File: src/rtl/rpn_pkg.sv
package rpn_pkg;

   localparam int STACK_DEPTH = 128;
   localparam int FRAC_BITS   = 16;
   localparam int PTR_W       = $clog2(STACK_DEPTH);
   localparam int CNT_W       = $clog2(STACK_DEPTH + 1);

   // Request kinds
   localparam logic [3:0] KIND_PUSH    = 4'd0;
   localparam logic [3:0] KIND_ADD     = 4'd1;
   localparam logic [3:0] KIND_SUB     = 4'd2;
   localparam logic [3:0] KIND_MUL     = 4'd3;
   localparam logic [3:0] KIND_DIV     = 4'd4;
   localparam logic [3:0] KIND_REM     = 4'd5;
   localparam logic [3:0] KIND_PEEK    = 4'd6;
   localparam logic [3:0] KIND_DUP     = 4'd7;
   localparam logic [3:0] KIND_SWAP    = 4'd8;
   localparam logic [3:0] KIND_CLEAR   = 4'd9;
   localparam logic [3:0] KIND_POPSHOW = 4'd10;

   // Status codes
   localparam logic [2:0] ST_OK      = 3'd0;
   localparam logic [2:0] ST_EMPTY   = 3'd1;
   localparam logic [2:0] ST_ONE     = 3'd2;
   localparam logic [2:0] ST_FULL    = 3'd3;
   localparam logic [2:0] ST_ZDIV    = 3'd4;
   localparam logic [2:0] ST_UNKNOWN = 3'd5;

   typedef struct packed {
      logic [3:0]  kind;
      logic signed [31:0] operand;
   } req_type;

   typedef struct packed {
      logic        shown;
      logic signed [31:0] shown_value;
      logic [2:0]  status;
   } rsp_type;

   // Divider control between sequencer and unit
   typedef struct packed {
      logic start;
      logic is_rem;
   } div_ctl_type;

   function automatic logic signed [31:0] sat32(input logic signed [65:0] v);
      logic signed [31:0] r;
      if (v > 66'sd2147483647) r = 32'sh7fffffff;
      else if (v < -66'sd2147483648) r = 32'sh80000000;
      else r = v[31:0];
      return r;
   endfunction

endpackage

File: src/rtl/rpn_div.sv
// Restoring divider, one quotient bit per cycle on magnitudes.
// Divide: (a << FRAC_BITS) / b saturated. Remainder: a % b, sign of a.
module rpn_div
   import rpn_pkg::*;
(
   input  logic               clock,
   input  logic               reset,
   input  div_ctl_type        ctl,
   input  logic signed [31:0] a,
   input  logic signed [31:0] b,
   output logic               done,
   output logic signed [31:0] result
);
   localparam int NW = 32 + FRAC_BITS;
   localparam int SW = $clog2(NW + 1);

   logic [NW-1:0] num_ff, num_in;   // shifts out dividend, shifts in quotient
   logic [32:0]   rem_ff, rem_in;
   logic [31:0]   den_ff, den_in;
   logic [SW-1:0] cnt_ff, cnt_in;
   logic          busy_ff, busy_in;
   logic          neg_q_ff, neg_q_in, neg_r_ff, neg_r_in, rem_op_ff, rem_op_in;
   logic [32:0]   trial;
   logic [33:0]   diff;
   logic [31:0]   amag, bmag;
   logic signed [65:0] qs;

   assign amag = a[31] ? 32'(-a) : a;
   assign bmag = b[31] ? 32'(-b) : b;
   assign trial = {rem_ff[31:0], num_ff[NW-1]};
   assign diff  = {1'b0, trial} - {2'b0, den_ff};

   always_comb begin
      num_in = num_ff; rem_in = rem_ff; den_in = den_ff; cnt_in = cnt_ff;
      busy_in = busy_ff; neg_q_in = neg_q_ff; neg_r_in = neg_r_ff;
      rem_op_in = rem_op_ff;
      if (ctl.start) begin
         num_in = ctl.is_rem ? NW'(amag) : (NW'(amag) << FRAC_BITS);
         if (ctl.is_rem) num_in = NW'(amag) << FRAC_BITS;
         rem_in = '0; den_in = bmag;
         cnt_in = ctl.is_rem ? SW'(32) : SW'(NW);
         busy_in = 1'b1;
         neg_q_in = a[31] ^ b[31];
         neg_r_in = a[31];
         rem_op_in = ctl.is_rem;
      end else if (busy_ff) begin
         if (!diff[33]) begin
            rem_in = diff[32:0];
            num_in = {num_ff[NW-2:0], 1'b1};
         end else begin
            rem_in = trial;
            num_in = {num_ff[NW-2:0], 1'b0};
         end
         cnt_in = cnt_ff - 1'b1;
         if (cnt_ff == SW'(1)) busy_in = 1'b0;
      end
   end

   always_ff @(posedge clock) begin
      if (reset) begin
         busy_ff <= 1'b0;
         cnt_ff  <= '0;
      end else begin
         busy_ff <= busy_in;
         cnt_ff  <= cnt_in;
      end
      num_ff <= num_in; rem_ff <= rem_in; den_ff <= den_in;
      neg_q_ff <= neg_q_in; neg_r_ff <= neg_r_in; rem_op_ff <= rem_op_in;
   end

   // done pulses the cycle after the last step
   logic busy_d_ff;
   always_ff @(posedge clock) begin
      if (reset) busy_d_ff <= 1'b0;
      else busy_d_ff <= busy_ff;
   end
   assign done = busy_d_ff && !busy_ff;

   // Remainder run uses 32 steps over the high word: the low bits of num hold quotient
   always_comb begin
      qs = neg_q_ff ? -$signed({18'b0, num_ff}) : $signed({18'b0, num_ff});
      if (rem_op_ff)
         result = neg_r_ff ? 32'(-rem_ff[31:0]) : rem_ff[31:0];
      else
         result = sat32(qs);
   end
endmodule

File: config.mk
export PLATFORM = sky130hd
export DESIGN_NAME = rpn_div
export DESIGN_NICKNAME = d
export VERILOG_FILES = /design/src/rtl/rpn_pkg.sv /design/src/rtl/rpn_div.sv
export SDC_FILE = /design/constraint.sdc
export NUM_CORES = 1
export LEC_CHECK = 0
export BUFFER_PORTS_ARGS = -buffer_cell sky130_fd_sc_hd__buf_2
export CORE_UTILIZATION = 52
export CTS_CLUSTER_DIAMETER = 120
export DETAILED_ROUTE_END_ITERATION = 8
export PLACE_DENSITY = 0.72
export RECOVER_POWER = 50
export REMOVE_ABC_BUFFERS = 1
export SETUP_SLACK_MARGIN = 0.2
export SLEW_MARGIN = 20
export SYNTH_ARGS = -nofsm -noshare
export SYNTH_HDL_FRONTEND = slang
export SYNTH_SLANG_ARGS = --single-unit
File: constraint.sdc
create_clock -name clock -period 6.2 [get_ports clock]
set_input_delay 0 -clock clock [delete_from_list [all_inputs] [get_ports clock]]
set_output_delay 0 -clock clock [all_outputs]
set_load 0.005 [all_outputs]
==> impl_metrics.csv, run 1 <==
group,metric,value,unit
detailed_routing,wirelength,24.3,mm
timing,timing.slew.headroom,-1.18,
timing,worst_pin_slew,3.27,ns
synthesis,synth-edff-count,67,
detailed_routing,via_count,9037,
timing,hold_viol,0,
finish,nets,1373,
worst_setup_path,crit_arrival,4.75,ns
timing,setup-tns-final,0,ns
finish,num_antenna_cells,0,
power,p_int,1890,uW
finish,seqCellArea,3130,um2
global_route,grt_max_degree,74,
global_route,grt_pass1_vias,8373,
die,num_io_pins,101,
worst_setup_path,crit_type,"primary input to register",
die,die_w,140,um
worst_setup_path,crit_path_end_kind,"register",
finish,multi_input_area,6260,um2
finish,syn_to_final_growth,15.2,%
synthesis,synth_seq_area_share,0.318,
power,leakage,0.00444,uW
synthesis,synth_warnings,0,
die,dieHeight,140,um
synthesis,synth.distinct_cells,67,
detailed_routing,viasPerCell,5.98,
clock_tree,cts_buffer_depth,2,
min_path,hold_path.class,"primary input to register",
power,power.density,246,nW/um2
detailed_routing,drcViolationCount,0,
outcome,violations,"capacitance limit, slew limit",
placement,numPortBuffers,100,
power,peakVddDrop,221,uV
worst_setup_path,crit_path_frequent_cell,"clkbuf_1",
clock_tree,post-cts-setup-buffers,0,
worst_setup_path,path_cells,"clkbuf_1 > clkbuf_1 > or4b_2 > o311ai_0",
die,die_area,19500,um2
timing,fin_crit,4.60,ns
worst_setup_path,start_kind,"primary input",
detailed_routing,ant_nets,0,
die,coreArea,18600,um2
synthesis,synth_area_leaders,"edfxtp_1, dfxtp_1, xnor2_1, nand2_1, ha_1",
outcome,status,"complete, but fails checks",
placement,gp_congestion,0.892,
timing,min_period_over_period,0.741,
detailed_routing,routedWlPerCell,16.0,um
synthesis,ys_seq_elements,123,
finish,final_cell_mix,"nand2_1, xnor2_1, buf_2",
global_route,grt_overflow,0,
clock_tree,clk_pin_slew,0.05,ns
timing,max_freq,218,MHz
placement,post-dp-hpwl,17.3,mm
worst_setup_path,crit_slowest_cell,"clkbuf_1",
global_route,antenna_found_initial,0,
clock_tree,htreeDepth,4,
synthesis,syn-instance-count,1163,
clock_tree,cts.sinks,123,
clock_tree,cts_tree,"yes",
clock_tree,hold_buffers,37,
finish,final_cell_count_no_fill,1512,
timing,slew_violations,228,
detailed_routing,dr.pass1.iters,5,
global_route,grt_usage,0.255,
timing,setup_viol,0,
clock_tree,cts_made_buffers,17,
synthesis,synth_top_area_share,0.204,
detailed_routing,drt-initial-drc-count,643,
die,initial_core_util,0.529,
synthesis,async_reset_ff_frac,0,
global_route,grt_pass1_wl,40.5,mm
power,clockPowerShare,0.327,
synthesis,yosys.area.top_type,"edfxtp_1",
synthesis,synth_area_per_cell,8.48,um2
timing,rsz0062_at_grt,"no",
worst_setup_path,cp_slowest_stage_delay,2.41,ns
die,core.rowCount,50,
power,power.net_switching,902,uW
run,cap_violations,4,
finish,final_common_cell,"nand2_1",
clock_tree,ctsResizeCount,0,
clock_tree,clk-insertion-delay-late,0.42,ns
synthesis,syn_area,9860,um2
worst_setup_path,critical_path_required,6.35,ns
finish,drive_above_1_share,0.124,
power,sw_frac_of_total,0.323,
worst_setup_path,path_max_fanout,73,
finish,fillers,1637,
clock_tree,cts-root-buf,"clkbuf_16",
synthesis,ys.flop_type,"edfxtp_1",
power,comb_power_share,0.300,
placement,dpl.cell_count,1444,
power,power.share.sequential,0.372,
timing,fin_skew,0.00736,ns
## final cells by class
cell class | instances | share of cell area
multi-input combinational | 922 | 0.551
clock buffer | 29 | 0.0467
tap | 234 | 0.0258
clock inverter | 2 | 0.000881
timing repair buffer | 148 | 0.0827
sequential | 123 | 0.276
inverter | 54 | 0.0178
## sequential cells by signal, summed over array words and instances (netlist names)
signal and count:
rem_op_ff 1, num_ff 48, den_ff 32, neg_q_ff 1, busy_d_ff 1, rem_ff 32
busy_ff 1, cnt_ff 6, neg_r_ff 1
## cells by family (layout without fill, tap and decap cells)
kind of cell,Yosys count,after routing,synth area share
flops,123,123,0.318
fa+ha+maj,39,39,0.0502
simple gates,404,404,0.203
mux,20,20,0.0205
xor+xnor,151,151,0.134
buf+inv,118,233,0.0482
compound gates,308,308,0.226
## routing by layer
metal	vias to the layer above	global-route usage	routed length, um
li1	4512	-	-
met1	4258	0.332	11300
met2	233	0.428	11400
met3	34	0.0330	962
met4	0	0.0977	556
met5	-	0	0
## path summary, 6_finish.rpt
check	startpoint	to	slack [ns]	depth (start not counted)
worst max register to register	num_ff[47]$_DFFE_PP_	rem_ff[0]$_SDFFE_PP0P_	2.06	12
worst min register to register	rem_ff[31]$_SDFFE_PP0P_	rem_ff[31]$_SDFFE_PP0P_	0.53	2
worst max-delay path	ctl[1]	rem_ff[1]$_SDFFE_PP0P_	1.60	4
worst min-delay path	a[8]	num_ff[24]$_DFFE_PP_	0.02	3
## power by group through the flow
stage | clock [uW] | sequential, uW | combinational (uW)
6_report | 914 | 1040 | 839
5_1_grt | 958 | 1050 | 932
4_1_cts | 919 | 1040 | 834
3_5_place_dp | 0 | 1050 | 810
3_3_place_gp | 0 | 1050 | 802
2_1_floorplan | 0 | 1030 | 568
## Yosys cell counts, types with 5 or more instances
cell,n
xnor2_1,110
inv_1,54
nand3_1,34
ha_1,38
nor2_1,76
or2_2,6
o41ai_1,15
buf_1,7
nand2_1,144
a21oi_1,41
o21a_1,11
o21ai_1,7
nor4_1,14
a22o_1,30
nand4b_1,5
a21o_1,8
o21ai_0,66
nor3_1,18
o311ai_2,9
or3_1,33
or4_1,17
dfxtp_1,56
clkbuf_1,51
edfxtp_1,67
a311oi_1,18
o311ai_1,8
mux2i_1,18
nand2b_1,16
nor2b_1,7
o31ai_1,49
a211oi_1,5
nand4_1,5
o22ai_1,7
nor4b_1,5
xor2_1,41
## per-stage QoR
| stage | total power (uW) | hold WS, ns | setup slack, ns | instance area (um2) | util |
|---|---|---|---|---|---|
| 2_1_floorplan | 1600 | 0.0716 | 1.95 | 9590 | - |
| 3_3_place_gp | 1850 | 0.201 | 2.18 | 10500 | 0.562 |
| 3_5_place_dp | 1860 | 0.203 | 2.14 | 10500 | 0.562 |
| 4_1_cts | 2790 | 0.0188 | 1.72 | 11400 | 0.611 |
| 5_1_grt | 2940 | 0.0417 | 1.11 | 11400 | 0.610 |
| 6_report | 2790 | 0.0152 | 1.60 | 11400 | 0.610 |
## critical path, delay by kind of cell
kind,cells,cell delay (ns)
buffers and inverters,2,4.11
AND/OR/NAND/NOR,1,0.41
AO/OA/AOI/OAI,1,0.14
Power figures use the tool's default switching activity.
==> run 2: changes to the inputs <==
- PLACE_DENSITY: 0.72 -> 0.75
- clock period: 6.2 -> 3.7 ns (I/O delays scaled with it)
==> impl_metrics.csv, run 2 (synthesis results as in run 1) <==
group,metric,value,unit
finish,fillers,1511,
outcome,violations,"capacitance limit, slew limit, setup timing",
worst_setup_path,crit_slowest_cell,"or4_4",
finish,num_antenna_cells,0,
worst_setup_path,cp_slowest_stage_delay,0.62,ns
detailed_routing,ant_nets,0,
die,num_io_pins,101,
global_route,grt_pass1_vias,8613,
worst_setup_path,crit_arrival,3.88,ns
detailed_routing,drt-initial-drc-count,606,
finish,multi_input_area,6650,um2
die,dieHeight,140,um
clock_tree,clk_pin_slew,0.06,ns
worst_setup_path,crit_path_frequent_cell,"or4_4",
detailed_routing,wirelength,26.5,mm
worst_setup_path,critical_path_required,3.70,ns
finish,largest_reg_flops,48,
global_route,grt_pass1_wl,41.9,mm
global_route,antenna_found_initial,0,
timing,slew_violations,161,
worst_setup_path,path_max_fanout,15,
worst_setup_path,crit_buf_inv,2,
detailed_routing,drcViolationCount,0,
clock_tree,clk-insertion-delay-late,0.42,ns
worst_setup_path,critical_path.startpoint,"num_ff[7]$_SDFFE_PP0P_",
worst_setup_path,crit_type,"register to output port",
detailed_routing,dr.pass1.iters,5,
clock_tree,cts_made_buffers,17,
timing,hold_viol,0,
die,coreArea,18600,um2
placement,post-dp-hpwl,18.5,mm
clock_tree,cts_tree,"yes",
finish,reg_top3,"num_ff x48, den_ff x32, rem_ff x32",
power,comb_power_share,0.345,
timing,timing.slew.headroom,-0.562,
finish,seqCellArea,3150,um2
die,die_area,19500,um2
global_route,grt_overflow,0,
finish,finalInstanceArea,12600,um2
worst_setup_path,crit_path_end_kind,"output port",
finish,postLayoutCoreUtil,0.676,
clock_tree,cts_buffer_depth,2,
detailed_routing,routedWlPerCell,16.5,um
worst_setup_path,path_cells,"or4_4 > or3_4 > or4_4 > o31ai_4 > xor2_1 > or4_1 > o21a_4 > buf_12 > o311ai_2 > buf_2",
timing,worst_pin_slew,2.34,ns
detailed_routing,via_count,9485,
timing,fin_skew,0.00930,ns
placement,dpl.cell_count,1510,
finish,syn_to_final_growth,27.7,%
clock_tree,cts.sinks,123,
timing,fin_ws,-0.182,ns
finish,drive_above_1_share,0.227,
min_path,hold_path.class,"primary input to register",
run,cap_violations,3,
placement,gp_congestion,0.925,
power,p_int,3410,uW
outcome,status,"complete, but fails checks",
die,initial_core_util,0.529,
timing,min_period_over_period,1.05,
finish,regMostFlops,"num_ff",
finish,final_common_cell,"nand2_1",
min_path,min_from,"a[22]",
die,core.rowCount,50,
timing,fin_crit,3.88,ns
finish,final_cell_mix,"nand2_1, xnor2_1, buf_2",
placement,numPortBuffers,100,
power,power.density,401,nW/um2
timing,setup_viol,31,
power,peakVddDrop,257,uV
clock_tree,htreeDepth,4,
power,power.net_switching,1630,uW
power,sw_frac_of_total,0.323,
global_route,grt_usage,0.266,
finish,nets,1466,
worst_setup_path,crit_family,"simple AND/OR/NAND/NOR gates",
timing,max_freq,258,MHz
global_route,grt_max_degree,80,
power,leakage,0.00505,uW
die,die_w,140,um
worst_setup_path,r2r_start,"rem_ff[9]$_SDFFE_PP0P_",
timing,rsz0062_at_grt,"yes",
clock_tree,cts-root-buf,"clkbuf_16",
power,clockPowerShare,0.318,
power,power.share.sequential,0.337,
detailed_routing,viasPerCell,5.91,
finish,final_cell_count_no_fill,1606,
placement,placed_cell_area,11000,um2
worst_setup_path,start_kind,"register",
-- run 2: changes by cell type in the layout (fill, tap and decap cells not counted), sizes merged --
cell / delta
buf: +90
clkbuf: -6
clkinv: +5
dlygate4sd3: +3
bufinv: +2
-- run 2: path summary, 6_finish.rpt --
kind	endpoint	slack, ns	depth (start not counted)
worst max register to register	rem_ff[1]$_SDFFE_PP0P_	0.35	12
worst min-delay path	num_ff[38]$_DFFE_PP_	0.03	3
worst min register to register	cnt_ff[1]$_SDFFE_PP0P_	0.52	2
worst max-delay path	result[21]	-0.18	10
-- run 2: metal layers --
layer	part of all wire	vias to the layer above	track usage
li1	-	4682	-
met1	0.44	4435	0.328
met2	0.49	310	0.460
met3	0.048	58	0.0499
met4	0.030	0	0.0977
met5	0	-	0
-- run 2: worst reg2reg max path, stage by stage, from the launching register on --
cell,delay [ns]
dfxtp_2,0.32
buf_4,0.12
ha_2,0.36
nand3_1,0.10
or2_2,0.32
o311a_1,0.38
o21ai_2,0.17
a211o_1,0.18
a21oi_1,0.09
o21a_2,0.29
buf_4,0.18
or4b_2,0.59
o311ai_0,0.12
-- run 2: final cells by class --
type	count	area share
well taps	234	0.0232
repair buffers	241	0.138
clock buffers	23	0.0372
flip-flops and latches	123	0.250
inverters	54	0.0161
clock inverters	9	0.00765
multi-input cells	922	0.528
-- run 2: power groups by stage --
| stage | Sequential [uW] | Clock (uW) | Combinational, uW |
|---|---|---|---|
| floorplan | 1730 | 0 | 952 |
| global placement | 1720 | 0 | 1500 |
| detailed placement | 1720 | 0 | 1520 |
| CTS | 1700 | 1610 | 1660 |
| global route | 1720 | 1680 | 1890 |
| finish | 1700 | 1600 | 1740 |
-- run 2: metrics by stage --
step                hold WS [ns]  setup WS (ns)  power (uW)  TNS, ns
floorplan                 0.0716         -0.548        2690   -14.93
global placement           0.198          0.187        3210        0
detailed placement         0.204          0.130        3240        0
CTS                      0.00974         -0.144        4970    -3.35
global route              0.0205         -0.302        5300    -8.21
finish                    0.0258         -0.182        5050    -4.36
-- run 2: timing repair --
action,in CTS,in global routing
gates cloned,0,1
hold endpoints to repair,42,0
gates resized for setup,56,37
endpoints found under the setup margin,33,56
buffers inserted,10,13
hold buffers,40,0
pin swaps,13,15
==> run 3: changes to the inputs <==
- SETUP_SLACK_MARGIN: 0.2 -> default
==> impl_metrics.csv, run 3 (synthesis results as in run 1) <==
group,metric,value,unit
detailed_routing,routedWlPerCell,16.5,um
die,initial_core_util,0.529,
clock_tree,cts.sinks,123,
outcome,status,"complete, but fails checks",
die,dieHeight,140,um
die,die_w,140,um
finish,syn_to_final_growth,27.0,%
worst_setup_path,crit_type,"register to output port",
detailed_routing,drt-initial-drc-count,576,
global_route,grt_usage,0.263,
worst_setup_path,critical_path_required,3.70,ns
min_path,hold_path.class,"primary input to register",
die,num_io_pins,101,
worst_setup_path,start_kind,"register",
detailed_routing,dr.pass1.iters,5,
power,leakage,0.00502,uW
global_route,grt_pass1_wl,41.5,mm
global_route,antenna_found_initial,0,
run,cap_violations,4,
timing,max_freq,257,MHz
timing,min_period_over_period,1.05,
worst_setup_path,crit_arrival,3.89,ns
worst_setup_path,crit_slowest_cell,"or4_4",
clock_tree,clk-insertion-delay-late,0.42,ns
timing,worst_hold_slack,0.0273,ns
clock_tree,cts-root-buf,"clkbuf_16",
worst_setup_path,path_max_fanout,15,
detailed_routing,viasPerCell,5.91,
die,core.rowCount,50,
power,power.density,401,nW/um2
finish,nets,1461,
power,peakVddDrop,257,uV
die,coreArea,18600,um2
finish,final_common_cell,"nand2_1",
detailed_routing,drcViolationCount,0,
finish,regMostFlops,"num_ff",
placement,dpl.cell_count,1510,
timing,timing.slew.headroom,-0.561,
clock_tree,cts_tree,"yes",
worst_setup_path,crit_path_frequent_cell,"or4_4",
placement,post-dp-hpwl,18.5,mm
clock_tree,cts_buffer_depth,2,
timing,fin_skew,0.00816,ns
global_route,grt_pass1_vias,8558,
placement,numPortBuffers,100,
timing,worst_pin_slew,2.34,ns
finish,final_cell_count_no_fill,1601,
finish,reg_top3,"num_ff x48, den_ff x32, rem_ff x32",
power,p_total,5030,uW
worst_setup_path,crit_path_end_kind,"output port",
finish,num_antenna_cells,0,
die,die_area,19500,um2
timing,fin_crit,3.89,ns
finish,largest_reg_flops,48,
detailed_routing,wirelength,26.4,mm
clock_tree,clk_pin_slew,0.06,ns
timing,hold_viol,0,
clock_tree,htreeDepth,4,
worst_setup_path,cp_slowest_stage_delay,0.62,ns
worst_setup_path,path_cells,"or4_4 > or3_4 > or4_4 > o21ai_2 > xor2_1 > or4_1 > o21a_4 > buf_12 > o311ai_2 > buf_2",
finish,drive_above_1_share,0.217,
clock_tree,cts_made_buffers,17,
detailed_routing,ant_nets,0,
timing,fin_ws,-0.190,ns
global_route,grt_overflow,0,
timing,setup_viol,32,
detailed_routing,via_count,9461,
outcome,violations,"capacitance limit, slew limit, setup timing",
finish,final_cell_mix,"nand2_1, xnor2_1, buf_2",
finish,postLayoutCoreUtil,0.672,
placement,gp_congestion,0.925,
timing,rsz0062_at_grt,"yes",
timing,slew_violations,196,
worst_setup_path,crit_family,"simple AND/OR/NAND/NOR gates",
global_route,grt_max_degree,80,
worst_setup_path,crit_buf_inv,2,
run 3: cell count changes in the layout (fill, tap and decap cells not counted), moves of 2 or more:
cell,previous run,this run
buf_4,88,84
ha_1,35,38
ha_2,3,0
buf_2,96,94
clkbuf_1,10,12
o21ai_0,59,61
o21ai_2,4,2
or3_1,22,24
or3_4,13,11
or4_1,11,13
or4_4,9,7
run 3: area by class of cell:
type	count	area [um2]
multi-input combinational	922	6620
fill	1522	6120
sequential	123	3150
timing repair buffer	236	1700
clock buffer	23	468
tap	234	293
inverter	54	203
clock inverter	9	96.3
run 3: metal layers:
layer	up-vias	share of wire	track usage
met5	-	0	0
met4	0	0.026	0.0943
met3	46	0.044	0.0461
met2	284	0.49	0.458
met1	4451	0.44	0.326
li1	4680	-	-
run 3: worst paths after layout:
kind                                from                endpoint  slack (ns)  depth (start not counted)
setup / recovery  num_ff[7]$_SDFFE_PP0P_              result[21]       -0.19                         10
hold / removal                     a[22]    num_ff[38]$_DFFE_PP_        0.03                          3
setup reg to reg  rem_ff[9]$_SDFFE_PP0P_  rem_ff[1]$_SDFFE_PP0P_        0.20                         12
hold reg to reg   cnt_ff[1]$_SDFFE_PP0P_  cnt_ff[1]$_SDFFE_PP0P_        0.53                          2
run 3: timing repair:
item                                   4_1_cts  5_1_grt
cloned                                       0        1
hold buffers                                40        0
resized for setup                           51       31
setup endpoints to repair                   32       37
pin swaps                                   11       11
endpoints found under the hold margin       42        0
buffers inserted                             6       12
run 3: worst min-delay path: cells and delay by family:
family / cells / cell delay [ns]
AO/OA/AOI/OAI: 1 / 0.11
buffers and inverters: 1 / 0.11
XOR/XNOR: 1 / 0.12
run 3: report_power, final:
part | internal, uW | switching (uW)
Sequential | 1580 | 123
Clock | 1020 | 584
Combinational | 803 | 920
run 3: through the flow:
step | cell area [um2] | setup slack (ns) | TNS, ns
after detailed placement | 11000 | 0.130 | 0
after CTS | 12300 | -0.144 | -3.40
after global routing | 12500 | -0.301 | -8.34
after floorplan | 9590 | -0.548 | -14.93
after global placement | 11000 | 0.187 | 0
final | 12500 | -0.190 | -4.54
